$ cat config.mk
export PLATFORM = sky130hd
export DESIGN_NAME = argb_sliding_box_blur_row_unit_flat
export DESIGN_NICKNAME = d
export VERILOG_FILES = /design/src/rtl/asbb_pkg.sv /design/src/rtl/asbb_if.sv /design/src/rtl/asbb_ctrl.sv /design/src/rtl/asbb_datapath.sv /design/src/rtl/argb_sliding_box_blur_row_unit.sv /design/src/flat_wrapper.sv
export SDC_FILE = /design/constraint.sdc
export NUM_CORES = 2
export LEC_CHECK = 0
export BUFFER_PORTS_ARGS = -buffer_cell sky130_fd_sc_hd__buf_2
export CORE_MARGIN = 4
export CORE_UTILIZATION = 57
export DETAILED_ROUTE_END_ITERATION = 10
export PLACE_DENSITY = 0.79
export RECOVER_POWER = 50
export SKIP_CTS_REPAIR_TIMING = 1
export SYNTH_ARGS = -nofsm -noshare
export SYNTH_HDL_FRONTEND = slang
export SYNTH_SLANG_ARGS = --single-unit
$ cat constraint.sdc
create_clock -name clk -period 4 [get_ports clk]
set_input_delay 0.2 -clock clk [delete_from_list [all_inputs] [get_ports clk]]
set_output_delay 0.2 -clock clk [all_outputs]
set_load 0.02 [all_outputs]
$ cat src/rtl/asbb_pkg.sv
`timescale 1ns / 1ps
`default_nettype none
// ----------------------------------------------------------------------------
// asbb_pkg: shared types and constants
// Widths, limits and the command/status structs of the row box blur.
// ----------------------------------------------------------------------------
package asbb_pkg;

  localparam int MAX_RADIUS = 32;
  localparam int MAX_WIDTH  = 4096;
  localparam int MAX_HEIGHT = 4096;
  localparam int WIN_DEPTH  = 2 * MAX_RADIUS + 1;

  localparam int PIX_W      = 32;
  localparam int COL_W      = 12;
  localparam int PTR_W      = 7;
  localparam int SUM_W      = 15;
  localparam int DIV_W      = 7;
  localparam int RAD_W      = 6;
  localparam int DIM_W      = 13;
  localparam int JW         = 14;
  localparam int DCNT_W     = 4;
  localparam int CFG_IDX_W  = 2;
  localparam int CFG_DATA_W = 13;

  typedef enum logic [CFG_IDX_W-1:0] {
    REG_BOX_RADIUS   = 2'd0,
    REG_LINE_WIDTH   = 2'd1,
    REG_IMAGE_HEIGHT = 2'd2
  } cfg_reg_t;

  typedef struct packed {
    logic accept;
    logic sum_start;
    logic div_start;
    logic load;
    logic finish;
    logic flush;
  } ctrl_cmd_t;

  typedef struct packed {
    logic end_row;
    logic emit_one;
    logic last_x;
    logic sum_done;
    logic div_done;
    logic out_free;
  } dp_status_t;

endpackage
`default_nettype wire

$ cat src/rtl/asbb_if.sv
`timescale 1ns / 1ps
`default_nettype none
// ----------------------------------------------------------------------------
// asbb channel interfaces
// Pixel input, blurred result and configuration write channels.
// ----------------------------------------------------------------------------
interface asbb_pix_if;
  logic        valid;
  logic        ready;
  logic [31:0] pixel_in;
  modport source (output valid, output pixel_in, input ready);
  modport sink   (input valid, input pixel_in, output ready);
endinterface

interface asbb_res_if;
  logic        valid;
  logic        ready;
  logic [31:0] pixel_out;
  logic [11:0] out_column;
  logic [11:0] out_row;
  logic        row_done;
  logic        image_done;
  modport source (output valid, output pixel_out, output out_column, output out_row,
                  output row_done, output image_done, input ready);
  modport sink   (input valid, input pixel_out, input out_column, input out_row,
                  input row_done, input image_done, output ready);
endinterface

interface asbb_cfg_if;
  logic        valid;
  logic        ready;
  logic [1:0]  index;
  logic [12:0] data;
  modport source (output valid, output index, output data, input ready);
  modport sink   (input valid, input index, input data, output ready);
endinterface
`default_nettype wire

$ cat src/rtl/asbb_ctrl.sv
`timescale 1ns / 1ps
`default_nettype none
// ----------------------------------------------------------------------------
// asbb_ctrl: sequencer
// Steps each request that yields results through window sum, division and result load.
// ----------------------------------------------------------------------------
module asbb_ctrl
  import asbb_pkg::*;
(
  input  wire logic       clk,
  input  wire logic       rst_n,
  input  wire logic       in_valid,
  output logic            in_ready,
  input  wire dp_status_t sts,
  output ctrl_cmd_t       cmd
);

  typedef enum logic [2:0] {
    ST_IDLE, ST_START, ST_SUM, ST_DIVS, ST_DIV, ST_LOAD, ST_FINISH
  } state_t;

  state_t state_r, state_nxt;
  logic   flush_r, flush_nxt;

  always_comb begin
    state_nxt = state_r;
    flush_nxt = flush_r;
    unique case (state_r)
      ST_IDLE: begin
        if (in_valid) begin
          flush_nxt = sts.end_row;
          state_nxt = (sts.end_row || sts.emit_one) ? ST_START : ST_FINISH;
        end
      end
      ST_START:  state_nxt = ST_SUM;
      ST_SUM:    if (sts.sum_done) state_nxt = ST_DIVS;
      ST_DIVS:   state_nxt = ST_DIV;
      ST_DIV:    if (sts.div_done) state_nxt = ST_LOAD;
      ST_LOAD: begin
        if (sts.out_free) begin
          state_nxt = (flush_r && !sts.last_x) ? ST_START : ST_FINISH;
        end
      end
      ST_FINISH: state_nxt = ST_IDLE;
      default:   state_nxt = ST_IDLE;
    endcase
  end

  always_ff @(posedge clk) begin
    if (!rst_n) begin
      state_r <= ST_IDLE;
      flush_r <= 1'b0;
    end else begin
      state_r <= state_nxt;
      flush_r <= flush_nxt;
    end
  end

  assign in_ready = (state_r == ST_IDLE);

  always_comb begin
    cmd           = '0;
    cmd.accept    = (state_r == ST_IDLE) && in_valid;
    cmd.sum_start = (state_r == ST_START);
    cmd.div_start = (state_r == ST_DIVS);
    cmd.load      = (state_r == ST_LOAD) && sts.out_free;
    cmd.finish    = (state_r == ST_FINISH);
    cmd.flush     = flush_r;
  end

endmodule
`default_nettype wire

$ cat src/rtl/asbb_datapath.sv
`timescale 1ns / 1ps
`default_nettype none
// ----------------------------------------------------------------------------
// asbb_datapath: window store, summing, division and result register
// Holds configuration, counters, the pixel window memory and four dividers.
// ----------------------------------------------------------------------------
module asbb_datapath
  import asbb_pkg::*;
(
  input  wire logic                  clk,
  input  wire logic                  rst_n,
  input  wire ctrl_cmd_t             cmd,
  output dp_status_t                 sts,
  input  wire logic [PIX_W-1:0]      pixel_in,
  input  wire logic                  cfg_we,
  input  wire logic [CFG_IDX_W-1:0]  cfg_index,
  input  wire logic [CFG_DATA_W-1:0] cfg_data,
  output logic                       out_valid,
  input  wire logic                  out_ready,
  output logic [PIX_W-1:0]           pixel_out,
  output logic [COL_W-1:0]           out_column,
  output logic [COL_W-1:0]           out_row,
  output logic                       row_done,
  output logic                       image_done
);

  localparam logic [PTR_W-1:0] PTR_LAST = PTR_W'(WIN_DEPTH - 1);
  localparam logic [PTR_W-1:0] PTR_DEPTH = PTR_W'(WIN_DEPTH);
  localparam logic [RAD_W-1:0] RAD_MAX = RAD_W'(MAX_RADIUS);
  localparam logic [DIM_W-1:0] W_MAX = DIM_W'(MAX_WIDTH);
  localparam logic [DIM_W-1:0] H_MAX = DIM_W'(MAX_HEIGHT);
  localparam logic [DCNT_W-1:0] DIV_STEPS = DCNT_W'(SUM_W);

  // configuration
  logic [RAD_W-1:0] radius_r;
  logic [DIM_W-1:0] width_r, height_r;

  always_ff @(posedge clk) begin
    if (!rst_n) begin
      radius_r <= RAD_W'(1);
      width_r  <= W_MAX;
      height_r <= H_MAX;
    end else if (cfg_we) begin
      case (cfg_index)
        REG_BOX_RADIUS:   radius_r <= cfg_data[RAD_W-1:0];
        REG_LINE_WIDTH:   width_r  <= cfg_data;
        REG_IMAGE_HEIGHT: height_r <= cfg_data;
        default: ;
      endcase
    end
  end

  logic [RAD_W-1:0] r_eff;
  logic [DIM_W-1:0] w_eff, h_eff;
  logic [DIV_W-1:0] divisor;

  assign r_eff   = (radius_r > RAD_MAX) ? RAD_MAX : radius_r;
  assign w_eff   = (width_r == '0) ? DIM_W'(1) : ((width_r > W_MAX) ? W_MAX : width_r);
  assign h_eff   = (height_r == '0) ? DIM_W'(1) : ((height_r > H_MAX) ? H_MAX : height_r);
  assign divisor = {r_eff, 1'b1};

  // row position
  logic [COL_W-1:0] in_col_r, next_out_r, row_r;
  logic [PTR_W-1:0] in_ptr_r, out_ptr_r;
  logic [PIX_W-1:0] first_pixel_r;
  logic             last_row;

  assign last_row     = {1'b0, row_r} >= (h_eff - DIM_W'(1));
  assign sts.end_row  = {1'b0, in_col_r} >= (w_eff - DIM_W'(1));
  assign sts.emit_one = ({1'b0, next_out_r} + {{(DIM_W-RAD_W){1'b0}}, r_eff})
                        <= {1'b0, in_col_r};
  assign sts.last_x   = (next_out_r == in_col_r);

  always_ff @(posedge clk) begin
    if (!rst_n) begin
      in_col_r      <= '0;
      next_out_r    <= '0;
      row_r         <= '0;
      in_ptr_r      <= '0;
      out_ptr_r     <= '0;
      first_pixel_r <= '0;
    end else begin
      if (cmd.accept && in_col_r == '0) first_pixel_r <= pixel_in;
      if (cmd.load) begin
        next_out_r <= next_out_r + COL_W'(1);
        out_ptr_r  <= (out_ptr_r == PTR_LAST) ? '0 : out_ptr_r + PTR_W'(1);
      end
      if (cmd.finish) begin
        if (cmd.flush) begin
          in_col_r   <= '0;
          in_ptr_r   <= '0;
          next_out_r <= '0;
          out_ptr_r  <= '0;
          row_r      <= last_row ? '0 : row_r + COL_W'(1);
        end else begin
          in_col_r <= in_col_r + COL_W'(1);
          in_ptr_r <= (in_ptr_r == PTR_LAST) ? '0 : in_ptr_r + PTR_W'(1);
        end
      end
    end
  end

  // window memory
  logic [PIX_W-1:0] win_mem [WIN_DEPTH];
  logic [PTR_W-1:0] rd_addr;
  logic [PIX_W-1:0] rd_data_r;

  always_ff @(posedge clk) begin
    if (cmd.accept) win_mem[in_ptr_r] <= pixel_in;
    rd_data_r <= win_mem[rd_addr];
  end

  // window sum, one term a cycle
  logic signed [JW-1:0] j_r;
  logic [DIV_W-1:0]     cnt_r;
  logic [PTR_W-1:0]     addr_r;
  logic                 term_vld_r, use_first_r;
  logic [SUM_W-1:0]     acc_r [4];
  logic                 j_neg, past_end;
  logic signed [JW-1:0] j_start;
  logic [PTR_W-1:0]     ptr_back;
  logic [PIX_W-1:0]     term;

  assign j_neg    = j_r[JW-1];
  assign past_end = !j_neg && (j_r[DIM_W-1:0] > {1'b0, in_col_r});
  assign rd_addr  = past_end ? in_ptr_r : addr_r;
  assign j_start  = $signed({2'b00, next_out_r}) - $signed({{(JW-RAD_W){1'b0}}, r_eff});
  assign ptr_back = (out_ptr_r >= {1'b0, r_eff}) ? out_ptr_r - {1'b0, r_eff}
                    : out_ptr_r + PTR_DEPTH - {1'b0, r_eff};
  assign term     = use_first_r ? first_pixel_r : rd_data_r;
  assign sts.sum_done = (cnt_r == '0) && !term_vld_r;

  always_ff @(posedge clk) begin
    if (!rst_n) begin
      cnt_r      <= '0;
      term_vld_r <= 1'b0;
    end else begin
      term_vld_r <= (cnt_r != '0);
      if (cmd.sum_start) cnt_r <= divisor;
      else if (cnt_r != '0) cnt_r <= cnt_r - DIV_W'(1);
    end
  end

  always_ff @(posedge clk) begin
    use_first_r <= j_neg;
    if (cmd.sum_start) begin
      j_r    <= j_start;
      addr_r <= j_start[JW-1] ? '0 : ptr_back;
      for (int i = 0; i < 4; i++) acc_r[i] <= '0;
    end else begin
      if (cnt_r != '0) begin
        j_r <= j_r + JW'(1);
        if (!j_neg) addr_r <= (addr_r == PTR_LAST) ? '0 : addr_r + PTR_W'(1);
      end
      if (term_vld_r) begin
        for (int i = 0; i < 4; i++)
          acc_r[i] <= acc_r[i] + SUM_W'(term[8*(3-i) +: 8]);
      end
    end
  end

  // four restoring dividers, one quotient bit a cycle
  logic [SUM_W-1:0]  quo_r [4];
  logic [DIV_W-1:0]  rem_r [4];
  logic [DCNT_W-1:0] dcnt_r;

  assign sts.div_done = (dcnt_r == '0);

  always_ff @(posedge clk) begin
    if (!rst_n) begin
      dcnt_r <= '0;
    end else if (cmd.div_start) begin
      dcnt_r <= DIV_STEPS;
    end else if (dcnt_r != '0) begin
      dcnt_r <= dcnt_r - DCNT_W'(1);
    end
  end

  always_ff @(posedge clk) begin
    logic [DIV_W:0] trial;
    for (int i = 0; i < 4; i++) begin
      trial = {rem_r[i], quo_r[i][SUM_W-1]};
      if (cmd.div_start) begin
        quo_r[i] <= acc_r[i];
        rem_r[i] <= '0;
      end else if (dcnt_r != '0) begin
        if (trial >= {1'b0, divisor}) begin
          rem_r[i] <= DIV_W'(trial - {1'b0, divisor});
          quo_r[i] <= {quo_r[i][SUM_W-2:0], 1'b1};
        end else begin
          rem_r[i] <= trial[DIV_W-1:0];
          quo_r[i] <= {quo_r[i][SUM_W-2:0], 1'b0};
        end
      end
    end
  end

  // result register
  logic out_vld_r;
  assign sts.out_free = !out_vld_r || out_ready;
  assign out_valid    = out_vld_r;

  always_ff @(posedge clk) begin
    if (!rst_n) begin
      out_vld_r <= 1'b0;
    end else if (cmd.load) begin
      out_vld_r <= 1'b1;
    end else if (out_ready) begin
      out_vld_r <= 1'b0;
    end
  end

  always_ff @(posedge clk) begin
    if (cmd.load) begin
      pixel_out  <= {quo_r[0][7:0], quo_r[1][7:0], quo_r[2][7:0], quo_r[3][7:0]};
      out_column <= next_out_r;
      out_row    <= row_r;
      row_done   <= cmd.flush && sts.last_x;
      image_done <= cmd.flush && sts.last_x && last_row;
    end
  end

endmodule
`default_nettype wire

$ cat src/rtl/argb_sliding_box_blur_row_unit.sv
`timescale 1ns / 1ps
`default_nettype none
// timing: a request that gives a result passes through window summing, bit-serial division
//   and the result load; one result at a time
// throughput: an input that gives no result skips summing and division; results are paced
//   by the one-term-a-cycle window sum, the bit-serial dividers and result back-pressure
// reset: synchronous active-low; radius 1, width and height 4096, counters cleared
// ----------------------------------------------------------------------------
// argb_sliding_box_blur_row_unit: horizontal ARGB box blur
// Averages each pixel over columns x-r..x+r of its row, edges clamped.
// ----------------------------------------------------------------------------
module argb_sliding_box_blur_row_unit
  import asbb_pkg::*;
(
  input  wire logic    clk,
  input  wire logic    rst_n,
  asbb_pix_if.sink     in_chan,
  asbb_res_if.source   out_chan,
  asbb_cfg_if.sink     cfg_chan
);

  ctrl_cmd_t  cmd;
  dp_status_t sts;

  assign cfg_chan.ready = 1'b1;

  asbb_ctrl u_ctrl (
    .clk      (clk),
    .rst_n    (rst_n),
    .in_valid (in_chan.valid),
    .in_ready (in_chan.ready),
    .sts      (sts),
    .cmd      (cmd)
  );

  asbb_datapath u_dp (
    .clk        (clk),
    .rst_n      (rst_n),
    .cmd        (cmd),
    .sts        (sts),
    .pixel_in   (in_chan.pixel_in),
    .cfg_we     (cfg_chan.valid),
    .cfg_index  (cfg_chan.index),
    .cfg_data   (cfg_chan.data),
    .out_valid  (out_chan.valid),
    .out_ready  (out_chan.ready),
    .pixel_out  (out_chan.pixel_out),
    .out_column (out_chan.out_column),
    .out_row    (out_chan.out_row),
    .row_done   (out_chan.row_done),
    .image_done (out_chan.image_done)
  );

endmodule
`default_nettype wire

$ cat src/flat_wrapper.sv
// flat-port wrapper written by rule: the top's interface ports become plain ports
module argb_sliding_box_blur_row_unit_flat import asbb_pkg::*;
  (clk, rst_n, in_chan_valid, in_chan_pixel_in, in_chan_ready, out_chan_valid, out_chan_pixel_out, out_chan_out_column, out_chan_out_row, out_chan_row_done, out_chan_image_done, out_chan_ready, cfg_chan_valid, cfg_chan_index, cfg_chan_data, cfg_chan_ready);
  asbb_pix_if in_chan_i ();
  asbb_res_if out_chan_i ();
  asbb_cfg_if cfg_chan_i ();
  input  wire logic clk;
  input  wire logic rst_n;
  input wire logic [$bits(in_chan_i.valid)-1:0] in_chan_valid;
  input wire logic [$bits(in_chan_i.pixel_in)-1:0] in_chan_pixel_in;
  output wire logic [$bits(in_chan_i.ready)-1:0] in_chan_ready;
  output wire logic [$bits(out_chan_i.valid)-1:0] out_chan_valid;
  output wire logic [$bits(out_chan_i.pixel_out)-1:0] out_chan_pixel_out;
  output wire logic [$bits(out_chan_i.out_column)-1:0] out_chan_out_column;
  output wire logic [$bits(out_chan_i.out_row)-1:0] out_chan_out_row;
  output wire logic [$bits(out_chan_i.row_done)-1:0] out_chan_row_done;
  output wire logic [$bits(out_chan_i.image_done)-1:0] out_chan_image_done;
  input wire logic [$bits(out_chan_i.ready)-1:0] out_chan_ready;
  input wire logic [$bits(cfg_chan_i.valid)-1:0] cfg_chan_valid;
  input wire logic [$bits(cfg_chan_i.index)-1:0] cfg_chan_index;
  input wire logic [$bits(cfg_chan_i.data)-1:0] cfg_chan_data;
  output wire logic [$bits(cfg_chan_i.ready)-1:0] cfg_chan_ready;
  assign in_chan_i.valid = in_chan_valid;
  assign in_chan_i.pixel_in = in_chan_pixel_in;
  assign in_chan_ready = in_chan_i.ready;
  assign out_chan_valid = out_chan_i.valid;
  assign out_chan_pixel_out = out_chan_i.pixel_out;
  assign out_chan_out_column = out_chan_i.out_column;
  assign out_chan_out_row = out_chan_i.out_row;
  assign out_chan_row_done = out_chan_i.row_done;
  assign out_chan_image_done = out_chan_i.image_done;
  assign out_chan_i.ready = out_chan_ready;
  assign cfg_chan_i.valid = cfg_chan_valid;
  assign cfg_chan_i.index = cfg_chan_index;
  assign cfg_chan_i.data = cfg_chan_data;
  assign cfg_chan_ready = cfg_chan_i.ready;
  argb_sliding_box_blur_row_unit u_core (.clk(clk), .rst_n(rst_n), .in_chan(in_chan_i), .out_chan(out_chan_i), .cfg_chan(cfg_chan_i));
endmodule
Word-level counts from Yosys, hierarchy flattened
Memory sizes are Yosys's and may differ from the RTL's. A register that Yosys moved wholly into a read port is not among the register bits.
Cells that the tools add are included.
{"block": "totals", "inputBits": 52, "mem_bits_rw": 2228, "word_cells": 233, "ff_bits": 211, "memories": 4}
{"block": "classes", "reduce_logical": 33, "add_sub_neg": 24, "n_lt_le_gt_ge": 12, "eq_ne": 17, "bitwise_logic": 20, "n_mux": 100}
{"memory": "u_core.u_dp.win_mem", "words": 65, "word_bits": 32, "read_ports": 1, "rd_clocked_by_memory_dff": 1, "wr": 1, "line_no": "asbb_datapath.sv:104", "text": "logic [PIX_W-1:0] win_mem [WIN_DEPTH];"}
{"memory": "u_core.u_dp.acc_r", "words": 4, "word_bits": 15, "read_ports": 4, "rd_clocked_by_memory_dff": 0, "wr": 4, "line_no": "asbb_datapath.sv:118", "text": "logic [SUM_W-1:0] acc_r [4];"}
{"memory": "u_core.u_dp.quo_r", "words": 4, "word_bits": 15, "read_ports": 4, "rd_clocked_by_memory_dff": 0, "wr": 4, "line_no": "asbb_datapath.sv:163", "text": "logic [SUM_W-1:0] quo_r [4];"}
{"memory": "u_core.u_dp.rem_r", "words": 4, "word_bits": 7, "read_ports": 4, "rd_clocked_by_memory_dff": 0, "wr": 4, "line_no": "asbb_datapath.sv:164", "text": "logic [DIV_W-1:0] rem_r [4];"}
{"op": "2-to-1 mux 15 bit", "count": 12}
{"op": "2-to-1 mux 7 bit", "count": 23}
{"op": "adder 15 x 8 -> 15 bit", "count": 4}
{"op": "2-to-1 mux 12 bit", "count": 5}
{"op": "2-to-1 mux 13 bit", "count": 4}
{"op": "2-to-1 mux 1 bit", "count": 43}
{"op": "adder 12 x 1 -> 12 bit, second input constant", "count": 3}
{"op": ">= comparator 8 x 7 -> 1 bit", "count": 4}
{"op": "2-to-1 mux 32 bit", "count": 1}
{"op": "2-to-1 mux 14 bit", "count": 2}
{"op": "subtractor 7 bit", "count": 4}
{"op": ">= comparator 12 x 13 -> 1 bit", "count": 2}
{"op": "> comparator 13 bit, second input constant", "count": 2}
{"op": "logical NOT 13 bit", "count": 2}
{"op": "subtractor 13 x 1 -> 13 bit, second input constant", "count": 2}
{"op": "adder 7 x 1 -> 7 bit, second input constant", "count": 3}
{"op": "== test 7 bit, second input constant", "count": 3}
{"op": "OR 1 bit", "count": 20}
{"op": "2-to-1 mux 3 bit", "count": 6}
{"op": "one-hot mux 3 bit (6 select lines)", "count": 1}
{"op": "adder 14 x 2 -> 14 bit, second input constant", "count": 1}
{"op": "subtractor 7 x 6 -> 7 bit", "count": 2}
{"op": "adder 12 x 6 -> 13 bit", "count": 1}
{"op": "> comparator 13 x 12 -> 1 bit", "count": 1}
{"op": "other kinds (30)", "count": 55}

Longest topological paths before layout
{"block": "logic_depth", "word_depth": 9, "ltp_mapped": 21}

Hierarchy
From an unflattened synthesis, not the netlist that was laid out.
{"block": "unflattened", "cells_unflattened": 7185, "hier_area_um2": 102024.1}
{"mod": "asbb_datapath", "seq_area_each_um2": 72479.5, "area_each_um2": 101653.7, "n_inst": 1, "cells_per_inst": 7139}
{"mod": "asbb_ctrl", "seq_area_each_um2": 80.1, "area_each_um2": 359.1, "n_inst": 1, "cells_per_inst": 44}
{"mod": "argb_sliding_box_blur_row_unit", "seq_area_each_um2": 0.0, "area_each_um2": 11.3, "n_inst": 1, "cells_per_inst": 2}

Worst setup path before layout
Ideal clock, no wire load.
{"block": "synth_timing", "path_type": "reg-to-reg", "startpoint": "reg u_core.u_dp.radius_r[5]", "endpoint": "reg u_core.u_ctrl.state_r[2]", "arrival_time_ns": 3.891, "required_time_ns": 3.899, "path_buffers": 0, "stages_incl_launch_ff": 20, "setup_slack_ns": 0.008, "path_cell_list": "dfxtp_1 -> inv_1 -> nand2_1 -> inv_1 -> ha_1 -> inv_1 -> fa_1 -> o21bai_1 -> a21oi_1 -> o21bai_1 -> a21oi_1 -> nor2_1 -> xor2_1 -> ha_1 -> and4_1 -> a41oi_1 -> o2111ai_1 -> a22oi_1 -> a22oi_1 -> o41ai_1"}
{"block": "synth_between", "elab_chain_len": 8}
{"element": "start, declared", "line_no": "asbb_datapath.sv:35", "text": "logic [RAD_W-1:0] radius_r;"}
{"element": "start signal, assigned", "line_no": "asbb_datapath.sv:45", "text": "REG_BOX_RADIUS: radius_r <= cfg_data[RAD_W-1:0];"}
{"element": "> comparator 6 bit", "line_no": "asbb_datapath.sv:57", "text": "assign r_eff = (radius_r > RAD_MAX) ? RAD_MAX : radius_r;"}
{"element": "2-to-1 mux 6 bit (*)", "line_no": "asbb_datapath.sv:57"}
{"element": "adder 12 x 6 -> 13 bit (*)", "line_no": "asbb_datapath.sv:70", "text": "assign sts.emit_one = ({1'b0, next_out_r} + {{(DIM_W-RAD_W){1'b0}}, r_eff})"}
{"element": "less-or-equal comparator 13 x 12 -> 1 bit (*)", "line_no": "asbb_datapath.sv:71", "text": "<= {1'b0, in_col_r};"}
{"element": "logical OR 1 bit (*)", "line_no": "asbb_ctrl.sv:32", "text": "state_nxt = (sts.end_row || sts.emit_one) ? ST_START : ST_FINISH;"}
{"element": "2-to-1 mux 3 bit (*)", "line_no": "asbb_ctrl.sv:32"}
{"element": "2-to-1 mux 3 bit (*)", "line_no": "asbb_ctrl.sv:30", "text": "if (in_valid) begin"}
{"element": "one-hot mux 3 bit (6 select lines) (*)", "line_no": "asbb_ctrl.sv:28", "text": "unique case (state_r)"}
{"element": "end signal, assigned", "line_no": "asbb_ctrl.sv:54", "text": "state_r <= state_nxt;"}
{"element": "end, declared", "line_no": "asbb_ctrl.sv:22", "text": "state_t state_r, state_nxt;"}
Mark *: on every way between the ends. The rest lies on a longest branch, timed or not. The select of a mux whose other input is x is not followed.
A chain may end at the register's enable or synchronous reset.

Worst setup path after layout
{"block": "layout_timing", "startpoint": "reg u_core.u_dp.j_r[10]", "endpoint": "reg u_core.u_dp.rd_data_r[29], read port of u_core.u_dp.win_mem"}
{"block": "layout_between", "elab_chain_len": 3}
{"element": "start, declared", "line_no": "asbb_datapath.sv:114", "text": "logic signed [JW-1:0] j_r;"}
{"element": "start signal, assigned", "line_no": "asbb_datapath.sv:147", "text": "j_r <= j_start;"}
{"element": "start signal, assigned", "line_no": "asbb_datapath.sv:152", "text": "j_r <= j_r + JW'(1);"}
{"element": "> comparator 13 x 12 -> 1 bit", "line_no": "asbb_datapath.sv:125", "text": "assign past_end = !j_neg && (j_r[DIM_W-1:0] > {1'b0, in_col_r});"}
{"element": "logical AND 1 bit", "line_no": "asbb_datapath.sv:125"}
{"element": "2-to-1 mux 7 bit", "line_no": "asbb_datapath.sv:126", "text": "assign rd_addr = past_end ? in_ptr_r : addr_r;"}
{"element": "end, declared", "line_no": "asbb_datapath.sv:106", "text": "logic [PIX_W-1:0] rd_data_r;"}
Every way passes these cells.

==> impl_metrics.yaml <==
synth:
  ys.flop_type: "edfxtp_1"
  synth.yosys.seq_area_share: 0.692
  synth-edff-count: 2307
  syn_area_um2: 105000
  synthesis.instances: 7573
  yosys_warnings: 0
  ys_seq_elements: 2471
  synth_nets: 7789
  synth_area_leaders: "edfxtp_1 (66%), mux2i_1 (7.1%), nand2_1 (4.8%), dfxtp_1 (3.1%), a21oi_1 (2.0%)"
  synth_top_area_share: 0.660
  async_flop_share: 0
  synth_cell_type_count: 81
  synthDominantAreaCellType: "edfxtp_1"
  syn_avg_cell_area_um2: 13.9
setup_path:
  crit_arrival_ns: 4.74
  crit_type: "reg -> reg"
  slowest_delay_ns: 0.55
  worstSetupEndpointType: "flop"
  r2r_cells: 14
  cp_slowest_cell: "o41ai_1"
  critPathLaunchType: "flop"
  crit_required_ns: 4.79
  critPathBufInv: 4
  crit_fanout: 40
  cp.depth: 14
  critPathTopFamily: "compound AO/OA/AOI/OAI gates"
  path_common_cell: "buf_16"
  path_cells: "ha_4, and4b_2, nand4_1, o21a_1, o21ai_4, buf_12, a21o_4, buf_16, buf_16, mux2i_1, o22ai_1, o41ai_1, buf_4, o311ai_1"
cts:
  insertion_delay_ns: 0.93
  cts_tree: "yes"
  clk_pin_slew_ns: 0.07
  cts.sinks: 2471
  clk_path_buf_depth: 3
  cts.htree.levels: 4
  cts_made_buffers: 236
  root_buffer: "clkbuf_16"
timing:
  setup_violations: 0
  min_period_ns: 3.95
  maxSlewHeadroom: -1.65
  drv_slew: 1867
  fmax_ghz: 0.253
  period_share: 0.987
  rsz0062_at_grt: "true"
  hold_viol: 0
  fin_skew_ns: 0.0953
  tightest_slew_ns: 3.97
  fin_setup_tns_ns: 0
  holdWs_ns: 0.00770
die:
  start_util: 0.573
  rows: 157
  die_h_um: 437
  dieArea_um2: 191000
  die_width_um: 437
  fp.coreArea_um2: 183000
  io_pins: 113
pwr:
  ir_worst_vdd_mv: 0.661
  seqPwrFrac: 0.362
  pwr-share-clk: 0.261
  switching_power_mw: 31.9
  leakage_nw: 42.4
  power.total_mw: 87.9
  p_int_mw: 56.0
  p_comb_frac: 0.377
  sw_frac_of_total: 0.363
  p_per_area_nw_per_um2: 727
global_route:
  antenna_found_initial: 18
  grt_pass1_vias: 67100
  groute.usage.overall: 0.299
  grt.overflow.total: 0
  grt_max_degree: 124
  grt_pass1_wl_um: 428000
cells_and_area:
  drive_above_1_share: 0.144
  fin_nets: 8217
  fin_util: 0.660
  finalInstanceArea_um2: 121000
  area_delta_synth_final_pct: 15.2
flow_run:
  drv_cap: 44
drt:
  met2_length_um: 135000
  dr_wl_met3_um: 39600
  num_vias: 69400
  top_layer: "met5"
  totalWireLength_um: 297000
  ant_nets: 0
  routed_via_density: 6.50
  route.detailed.drc: 0
  drtIter0Drc: 10200
  dr.pass1.iters: 6
  wl_per_cell_um: 27.8
  wl_met1_um: 106000
worst_hold_path:
  min_path_type: "in -> reg"
  min_path_cells: 4
status:
  status: "finished, violations left"
  violations: "capacitance limit, slew limit"
place:
  hpwl_um: 175000
  placed_area_um2: 111000
  globalplace.congestion: 0.928
  io_buffer_count: 111
-- layout make-up --
type	count	area, um^2
Multi-Input combinational cell	4552	31100
Sequential cell	2471	72600
Inverter	119	450
Clock inverter	137	1640
Tap cell	2464	3080
Clock buffer	308	6450
Timing Repair Buffer	621	5590
Fill cell	12200	62200
Antenna cell	9	22.5
-- worst register-to-register path, stage by stage, from the launching register on --
cell and delay, ns:
edfxtp_1 0.44, ha_4 0.30, and4b_2 0.28, nand4_1 0.13, o21a_1 0.25, o21ai_4 0.11
buf_12 0.19, a21o_4 0.22, buf_16 0.32, buf_16 0.40, mux2i_1 0.24, o22ai_1 0.13
o41ai_1 0.55, buf_4 0.25, o311ai_1 0.11
-- power by group through the flow --
stage,clock network [mW],registers (mW),logic [mW]
6_report,22.9,31.8,33.1
5_1_grt,24.2,31.9,34.7
4_1_cts,23.0,31.7,31.0
3_5_place_dp,0,32.2,30.6
3_3_place_gp,0,32.2,29.8
2_1_floorplan,0,31.7,19.4
-- synthesized netlist by cell type (63+ instances only) --
master    instances
edfxtp_1       2307
nand2_1        1335
mux2i_1         740
a21oi_1         417
nor2_1          278
clkbuf_1        268
dfxtp_1         164
ha_1            149
nand3_1         141
o22ai_1         137
o211ai_1        133
inv_1           118
xnor2_1         107
mux2_2           97
o21ai_0          92
buf_2            85
a32oi_1          64
xor2_1           63
-- flip-flops by register name (all words and copies together), names as in the netlist, 6 cells and up --
name	count
u_core.u_dp.in_col_r	12
u_core.u_dp.out_column	12
u_core.u_dp.first_pixel_r	32
u_core.u_dp.in_ptr_r	7
u_core.u_dp.cnt_r	7
u_core.u_dp.out_ptr_r	7
u_core.u_dp.win_mem	2080
u_core.u_dp.height_r	13
u_core.u_dp.addr_r	7
u_core.u_dp.acc_r	60
u_core.u_dp.row_r	12
u_core.u_dp.width_r	13
u_core.u_dp.radius_r	6
u_core.u_dp.out_row	12
u_core.u_dp.next_out_r	12
u_core.u_dp.rem_r	28
u_core.u_dp.j_r	14
u_core.u_dp.quo_r	60
u_core.u_dp.pixel_out	32
u_core.u_dp.rd_data_r	32
-- stage by stage --
stage / worst slack [ns] / std cells
after global placement: -0.236 / 10200
after CTS: -0.287 / 10600
after detailed placement: -0.198 / 10200
final: 0.0528 / 10700
after floorplan: 0.00827 / 7573
after global routing: -0.0611 / 10700
-- layout by cell type, fill, tap and decap left out, types with 37 or more instances in the layout --
master / count
buf_12: 70
xor2_1: 63
clkinv_2: 47
o21ai_0: 88
mux2_2: 97
a211oi_1: 51
nor2_4: 73
clkbuf_1: 117
nor2b_1: 37
a31oi_1: 39
nor2_1: 202
a21oi_1: 405
nor3_1: 53
edfxtp_1: 2307
buf_4: 343
ha_1: 143
nand2_1: 1329
o22ai_1: 137
xnor2_1: 107
o211ai_1: 133
clkbuf_16: 248
a221oi_1: 38
mux2i_1: 727
nand4_1: 61
buf_2: 76
dfxtp_1: 161
inv_1: 113
a32oi_1: 64
nand3_1: 139
-- routing by layer --
| metal | GRT usage | vias up |
|---|---|---|
| met5 | 0 | - |
| met2 | 0.462 | 5063 |
| met3 | 0.0718 | 776 |
| met4 | 0.148 | 4 |
| met1 | 0.401 | 34100 |
| li1 | - | 29500 |
-- logic make-up (layout without fill, tap and decap cells) --
logic type | count (synthesis) | after routing | synth area share
AND/OR/NAND/NOR | 2075 | 2075 | 0.0838
adder cells (fa/ha/maj) | 164 | 164 | 0.0206
XOR/XNOR | 170 | 170 | 0.0142
other | 1 | 10 | 0.0000357
flip-flops | 2471 | 2471 | 0.692
buffers and inverters | 551 | 1185 | 0.0245
AO/OA/AOI/OAI | 1303 | 1304 | 0.0839
multiplexers | 838 | 838 | 0.0812
-- worst paths after layout --
check | from | end | slack, ns
min reg2reg | u_core.u_dp.quo_r[3][3] | u_core.u_dp.pixel_out[3] | 0.45
min | cfg_chan_valid | u_core.u_dp.radius_r[0] | 0.008
max reg2reg | u_core.u_dp.j_r[10] | u_core.u_dp.rd_data_r[29] | 0.05
max | u_core.u_dp.j_r[10] | u_core.u_dp.rd_data_r[29] | 0.05
Note: power is estimated with default switching activity, not from simulation.
